===== src/rtl/tlbpt_pkg.sv =====
// Shared types and constants of the TLB page-table translator.
// Used by tlbpt_ctrl, tlbpt_datapath and tlb_page_table_translator; no dependencies.
package tlbpt_pkg;

    localparam int PAGE_COUNT  = 256;
    localparam int FRAME_COUNT = 128;
    localparam int TLB_ENTRIES = 16;
    localparam int PAGE_BYTES  = 256;

    localparam int VA_W     = 16;
    localparam int PA_W     = 15;
    localparam int PAGE_W   = $clog2(PAGE_COUNT);
    localparam int OFF_W    = $clog2(PAGE_BYTES);
    localparam int FRAME_W  = $clog2(FRAME_COUNT);
    localparam int FIU_W    = $clog2(FRAME_COUNT + 1);
    localparam int PIDX_W   = $clog2(PAGE_COUNT + 1);
    localparam int TLB_IX_W = $clog2(TLB_ENTRIES);
    localparam int TLB_CT_W = $clog2(TLB_ENTRIES + 1);
    localparam int STAMP_W  = 32;
    localparam int PMEM_W   = FRAME_W + STAMP_W;

    // Register indexes of the configuration port
    localparam logic CFG_TLB_POLICY   = 1'b0;
    localparam logic CFG_FRAME_POLICY = 1'b1;

    // Replacement policy codes
    localparam logic POLICY_FIFO = 1'b0;
    localparam logic POLICY_LRU  = 1'b1;

    typedef enum logic [3:0] {
        ST_IDLE,
        ST_LOOK,
        ST_TABLE,
        ST_SCAN,
        ST_EVICT_RD,
        ST_EVICT,
        ST_MAP,
        ST_TFILL,
        ST_TSCAN,
        ST_DONE
    } state_t;

    typedef struct packed {
        logic load;
        logic look;
        logic table_chk;
        logic scan;
        logic evict_rd;
        logic evict;
        logic map;
        logic tfill;
        logic tscan;
        logic finish;
    } cmd_t;

    typedef struct packed {
        logic tlb_hit;
        logic page_valid;
        logic frames_full;
        logic frame_policy;
        logic scan_done;
        logic tlb_scan_needed;
        logic tscan_done;
        logic out_free;
    } status_t;

endpackage


===== src/rtl/tlbpt_ctrl.sv =====
// Sequencer of the TLB page-table translator: walks one word through
// lookup, fault handling and TLB fill. Depends on tlbpt_pkg.
module tlbpt_ctrl
(
    input  logic               clk,
    input  logic               rst_n,
    input  logic               in_valid,
    output logic               in_ready,
    input  tlbpt_pkg::status_t status,
    output tlbpt_pkg::cmd_t    cmd
);

    tlbpt_pkg::state_t state_reg;
    tlbpt_pkg::state_t state_next;

    // Hold the state
    always_ff @(posedge clk or negedge rst_n)
    begin
        if (!rst_n)
        begin
            state_reg <= tlbpt_pkg::ST_IDLE;
        end
        else
        begin
            state_reg <= state_next;
        end
    end

    // Advance through the steps and drive the datapath commands
    always_comb
    begin
        state_next = state_reg;
        cmd        = '0;
        in_ready   = 1'b0;
        unique case (state_reg)
            tlbpt_pkg::ST_IDLE:
            begin
                in_ready = 1'b1;
                if (in_valid)
                begin
                    cmd.load   = 1'b1;
                    state_next = tlbpt_pkg::ST_LOOK;
                end
            end
            tlbpt_pkg::ST_LOOK:
            begin
                cmd.look   = 1'b1;
                state_next = status.tlb_hit ? tlbpt_pkg::ST_DONE : tlbpt_pkg::ST_TABLE;
            end
            tlbpt_pkg::ST_TABLE:
            begin
                cmd.table_chk = 1'b1;
                priority if (status.page_valid)
                    state_next = tlbpt_pkg::ST_TFILL;
                else if (!status.frames_full)
                    state_next = tlbpt_pkg::ST_MAP;
                else if (status.frame_policy == tlbpt_pkg::POLICY_FIFO)
                    state_next = tlbpt_pkg::ST_EVICT_RD;
                else
                    state_next = tlbpt_pkg::ST_SCAN;
            end
            tlbpt_pkg::ST_SCAN:
            begin
                cmd.scan = 1'b1;
                if (status.scan_done)
                    state_next = tlbpt_pkg::ST_EVICT_RD;
            end
            tlbpt_pkg::ST_EVICT_RD:
            begin
                cmd.evict_rd = 1'b1;
                state_next   = tlbpt_pkg::ST_EVICT;
            end
            tlbpt_pkg::ST_EVICT:
            begin
                cmd.evict  = 1'b1;
                state_next = tlbpt_pkg::ST_MAP;
            end
            tlbpt_pkg::ST_MAP:
            begin
                cmd.map    = 1'b1;
                state_next = tlbpt_pkg::ST_TFILL;
            end
            tlbpt_pkg::ST_TFILL:
            begin
                cmd.tfill  = 1'b1;
                state_next = status.tlb_scan_needed ? tlbpt_pkg::ST_TSCAN
                                                    : tlbpt_pkg::ST_DONE;
            end
            tlbpt_pkg::ST_TSCAN:
            begin
                cmd.tscan = 1'b1;
                if (status.tscan_done)
                    state_next = tlbpt_pkg::ST_DONE;
            end
            tlbpt_pkg::ST_DONE:
            begin
                if (status.out_free)
                begin
                    cmd.finish = 1'b1;
                    state_next = tlbpt_pkg::ST_IDLE;
                end
            end
            default:
            begin
                state_next = tlbpt_pkg::ST_IDLE;
            end
        endcase
    end

endmodule


===== config.mk =====
export PLATFORM = sky130hd
export DESIGN_NAME = tlbpt_ctrl
export DESIGN_NICKNAME = d
export VERILOG_FILES = /design/src/rtl/tlbpt_pkg.sv /design/src/rtl/tlbpt_ctrl.sv
export SDC_FILE = /design/constraint.sdc
export NUM_CORES = 1
export LEC_CHECK = 0
export BUFFER_PORTS_ARGS = -buffer_cell sky130_fd_sc_hd__buf_4
export CORE_AREA = 2 2 39 41
export CTS_CLUSTER_DIAMETER = 120
export CTS_CLUSTER_SIZE = 8
export DETAILED_ROUTE_END_ITERATION = 8
export DIE_AREA = 0 0 41 43
export PLACE_DENSITY_LB_ADDON = 0.12
export SKIP_CTS_REPAIR_TIMING = 1
export SLEW_MARGIN = 10
export SYNTH_ARGS = -nofsm -noshare
export SYNTH_HDL_FRONTEND = slang
export SYNTH_SLANG_ARGS = --single-unit
export TNS_END_PERCENT = 5

===== constraint.sdc =====
create_clock -name clk -period 1 [get_ports clk]
set_input_delay 0.05 -clock clk [delete_from_list [all_inputs] [get_ports clk]]
set_output_delay 0.05 -clock clk [all_outputs]
set_load 0.005 [all_outputs]

==> flow_summary.html <==
<table>
<tr><th>Metric</th><th>Value</th></tr>
<tr><th colspan="2">Synthesis</th></tr>
<tr><td>Largest cells by area after synthesis</td><td>dfrtp_1, buf_6, a21oi_1</td></tr>
<tr><td>Sequential cell area fraction in the yosys report</td><td>a little over a fifth</td></tr>
<tr><td>Cell accounting for the most synthesized area</td><td>dfrtp_1</td></tr>
<tr><td>Post-Synthesis Cells</td><td>57</td></tr>
<tr><td>Syn nets</td><td>68</td></tr>
<tr><td>Cell Area, Synth</td><td>between 400 and 500 sq um</td></tr>
<tr><td>Number of synthesized flops with an enable pin</td><td>0</td></tr>
<tr><td>Post-synth top area share</td><td>21.6%</td></tr>
<tr><td>Distinct cell type count of the synthesized netlist</td><td>23</td></tr>
<tr><td>Top flip-flop cell by instance count after synthesis</td><td>dfrtp_1</td></tr>
<tr><td>Count of state elements after synthesis</td><td>4</td></tr>
<tr><td>Number of warnings printed during yosys synthesis</td><td>0</td></tr>
<tr><td>Share of flip-flops with an asynchronous set or reset</td><td>100%</td></tr>
<tr><td>Mean instance size in the synthesized netlist</td><td>8.12 sq um</td></tr>
<tr><th colspan="2">Power and ir drop</th></tr>
<tr><td>Fraction of power consumed by the clock network</td><td>7.3%</td></tr>
<tr><td>Static power due to leakage</td><td>0.404 nW</td></tr>
<tr><td>Worst IR drop on VDD</td><td>around 1500 uV</td></tr>
<tr><td>Switching Share</td><td>a little over two fifths</td></tr>
<tr><td>Part of the power in combinational logic</td><td>78.4%</td></tr>
<tr><td>Net switching power of the design</td><td>0.00114 W</td></tr>
<tr><td>PwrDens</td><td>between 3000 and 4000 nW/um^2</td></tr>
<tr><td>Cell-internal power</td><td>0.00158 W</td></tr>
<tr><td>Post-layout power</td><td>0.00272 W</td></tr>
<tr><td>Proportion of power drawn by flip-flops and latches</td><td>14.3%</td></tr>
<tr><th colspan="2">Setup path</th></tr>
<tr><td>Setup CP Type</td><td>register to output port</td></tr>
<tr><td>Flop-to-flop setup slack</td><td>-0.21 ns</td></tr>
<tr><td>Endpoint of the worst register-to-register path</td><td>state_reg[1]</td></tr>
<tr><td>Most numerous cell on the critical path</td><td>buf_4</td></tr>
<tr><td>Kind of end point of the critical path</td><td>output port</td></tr>
<tr><td>Peak fanout along the critical path</td><td>5</td></tr>
<tr><td>Critical path required time</td><td>0.95 ns</td></tr>
<tr><td>Critical path buffers and inverters</td><td>2</td></tr>
<tr><td>Register-to-Register Path Depth</td><td>6</td></tr>
<tr><td>Instance count on the critical path</td><td>4</td></tr>
<tr><td>Type of element launching the critical path</td><td>register</td></tr>
<tr><td>Slowest-stage cell, CP</td><td>dfrtp_2</td></tr>
<tr><td>Crit path cell chain</td><td>buf_4, and2b_1, nor3b_2, buf_4</td></tr>
<tr><td>Startpoint of the worst register-to-register path</td><td>state_reg[2]</td></tr>
<tr><td>Worst path top cell family by delay</td><td>flip-flops</td></tr>
<tr><td>Max incr delay on CP</td><td>0.43 ns</td></tr>
<tr><td>Timing startpoint of the critical path</td><td>state_reg[2]</td></tr>
<tr><td>CP Data Arrival Time</td><td>1.33 ns</td></tr>
<tr><th colspan="2">STA</th></tr>
<tr><td>Total setup violations reported at the end of the flow</td><td>15</td></tr>
<tr><td>Maximum clock rate</td><td>between 700 and 800 MHz</td></tr>
<tr><td>Pin slew with the least headroom to its limit</td><td>0.232 ns</td></tr>
<tr><td>Final hold viol count</td><td>0</td></tr>
<tr><td>Post-route clock period utilization</td><td>138%</td></tr>
<tr><td>Least setup slack across all paths after layout</td><td>-0.377 ns</td></tr>
<tr><td>Max transition margin</td><td>84.4%</td></tr>
<tr><td>Final Skew</td><td>0.000966 ns</td></tr>
<tr><td>Final critical path time including I/O delays and setup</td><td>1.38 ns</td></tr>
<tr><td>Total Negative Setup Slacks</td><td>-4.08 ns</td></tr>
<tr><td>Max Transition Viols Final</td><td>0</td></tr>
<tr><td>RSZ-0062 raised after global routing</td><td>true</td></tr>
<tr><th colspan="2">Clocking</th></tr>
<tr><td>Total CTS buffers</td><td>3</td></tr>
<tr><td>Insertion delay of the later-clocked pin in the worst-skew pair</td><td>0.23 ns</td></tr>
<tr><td>Worst-path clk slew</td><td>0.04 ns</td></tr>
<tr><td>CTS sink count</td><td>4</td></tr>
<tr><td>CTS tree</td><td>done</td></tr>
<tr><td>Clk buf depth</td><td>2</td></tr>
<tr><td>Clock tree root buffer cell</td><td>clkbuf_4</td></tr>
<tr><td>H-tree depth</td><td>1</td></tr>
<tr><th colspan="2">Die</th></tr>
<tr><td>Starting density of the core</td><td>33.5%</td></tr>
<tr><td>Die width</td><td>41 um</td></tr>
<tr><td>Floorplan Core Area</td><td>1380 sq um</td></tr>
<tr><td>Die span in y</td><td>~43 um</td></tr>
<tr><td>Number of I/O pins</td><td>22</td></tr>
<tr><td>Die Outline Area</td><td>between 1500 and 2000 sq um</td></tr>
<tr><td>Standard-cell rows</td><td>14</td></tr>
<tr><th colspan="2">Finish</th></tr>
<tr><td>Final design utilization</td><td>63.8%</td></tr>
<tr><td>Number of flip-flops under the largest register name</td><td>4</td></tr>
<tr><td>Area Overhead vs Synth</td><td>90.8%</td></tr>
<tr><td>Number of inserted filler cells in the final layout</td><td>between 100 and 150</td></tr>
<tr><td>Non-Filler Instances</td><td>113</td></tr>
<tr><td>Number of antenna cells inserted</td><td>0</td></tr>
<tr><td>Final-stage net count</td><td>110</td></tr>
<tr><td>Fraction of final layout cells sized beyond drive strength 1</td><td>69.1%</td></tr>
<tr><th colspan="2">Status</th></tr>
<tr><td>Outcome</td><td>finished with violations</td></tr>
<tr><td>Failing checks</td><td>negative setup slack</td></tr>
<tr><th colspan="2">Global route</th></tr>
<tr><td>Grt total ovfl</td><td>0</td></tr>
<tr><td>Vias in the first global route</td><td>508</td></tr>
<tr><td>Global-route wire length before repair</td><td>approximately 2100 um</td></tr>
<tr><td>GRT Resource Usage Total</td><td>17.3%</td></tr>
<tr><td>Number of antenna violations at the first check in global routing</td><td>0</td></tr>
<tr><td>Pin count of the biggest net entering global routing</td><td>12</td></tr>
<tr><th colspan="2">Drt</th></tr>
<tr><td>Final routed wire length divided by cell count</td><td>12.1 um</td></tr>
<tr><td>Vias after detailed routing</td><td>557</td></tr>
<tr><td>Total DRC errors in the routed layout</td><td>0</td></tr>
<tr><td>Final Routed Wirelength</td><td>about 1400 um</td></tr>
<tr><td>Drt pass-1 iters</td><td>4</td></tr>
<tr><td>DRC violation total after the first TritonRoute iteration</td><td>8</td></tr>
<tr><td>Count of nets left with antenna violations after detail routing</td><td>0</td></tr>
<tr><td>Routed via count divided by cell count</td><td>4.93</td></tr>
<tr><th colspan="2">Placement</th></tr>
<tr><td>PortBufs</td><td>21</td></tr>
<tr><td>Post-detailed-placement half-perimeter wirelength</td><td>958 um</td></tr>
<tr><td>Cells after DPL</td><td>103</td></tr>
<tr><td>Gp weighted congestion</td><td>0.837</td></tr>
<tr><th colspan="2">Hold path</th></tr>
<tr><td>Hold-critical path endpoint</td><td>state_reg[2]</td></tr>
<tr><td>Hold path cells</td><td>3</td></tr>
<tr><td>Class of the tightest hold or removal check</td><td>input port to register</td></tr>
<tr><td>Source of the worst hold timing path</td><td>status[3]</td></tr>
<tr><th colspan="2">Run</th></tr>
<tr><td>Max-cap violations</td><td>0</td></tr>
</table>
## worst max path at each step
| stage | slack (ns) | to |
|---|---|---|
| 2_1_floorplan | -0.08 | state_reg[0] |
| 6_report | -0.38 | cmd[1] |
| 3_3_place_gp | -0.17 | cmd[8] |
| 5_1_grt | -0.45 | cmd[9] |
| 3_5_place_dp | -0.17 | cmd[8] |
| 4_1_cts | -0.43 | cmd[8] |
## cells in the final DEF, fill, tap and decap left out, types with 2 or more instances in the layout
| cell | n |
|---|---|
| nand2b_4 | 2 |
| dfrtp_2 | 3 |
| nand2_1 | 6 |
| buf_6 | 5 |
| nor4_4 | 2 |
| clkbuf_4 | 3 |
| a21oi_1 | 5 |
| nor2_1 | 7 |
| nor3_2 | 3 |
| buf_4 | 35 |
| nor3_4 | 2 |
| inv_1 | 2 |
| a211oi_2 | 2 |
## tightest hold or removal path, cell delays in order
cell and delay (ns):
buf_4 0.09, a21oi_1 0.07, nor3_2 0.09
## Yosys cell counts (all sizes together) (2+ instances only)
| master | count |
|---|---|
| a211oi | 2 |
| a21oi | 6 |
| buf | 5 |
| dfrtp | 4 |
| inv | 3 |
| nand2 | 7 |
| nand2b | 3 |
| nand3 | 2 |
| nor2 | 8 |
| nor3 | 6 |
| nor4 | 2 |
## area by class of cell
class	count	area (sq um)	area share, %
clock buffers	3	22.5	2.55
inverters	3	11.3	1.27
multi-input cells	45	377	42.6
flip-flops and latches	4	104	11.8
well taps	16	20.0	2.27
repair buffers	42	349	39.5
## kinds of logic (layout without fill, tap and decap cells)
logic type,count (synthesis),after routing,share of synthesized area [%]
buffers and inverters,8,48,14.6
muxes,1,1,2.43
DFF,4,4,21.6
AOI/OAI and AO/OA,13,13,23.0
and+or+nand+nor,31,31,38.4
## power groups by stage
stage	Sequential, W	Clock (W)	Combinational [W]
after floorplan	0.000306	0	0.00108
after global placement	0.000400	0	0.00160
final	0.000388	0.000198	0.00213
after CTS	0.000391	0.000210	0.00160
after global routing	0.000400	0.000226	0.00231
after detailed placement	0.000392	0	0.00159
## per-layer routing
metal | global-route usage [%] | vias to the layer above | share of wire, %
met4 | 4.00 | 0 | 0.73
li1 | - | 282 | -
met5 | 0 | - | 0
met3 | 6.28 | 2 | 3.8
met2 | 26.3 | 15 | 54
met1 | 22.7 | 258 | 42
## per-stage QoR
step	hold WS, ns	cell area (sq um)	setup WS (ns)
2_1_floorplan	-0.246	475	-0.0806
3_3_place_gp	-0.153	714	-0.165
3_5_place_dp	-0.153	714	-0.173
4_1_cts	-0.406	737	-0.430
5_1_grt	0.145	883	-0.454
6_report	0.117	883	-0.377
No activity file was read; power rests on OpenSTA's default activity.
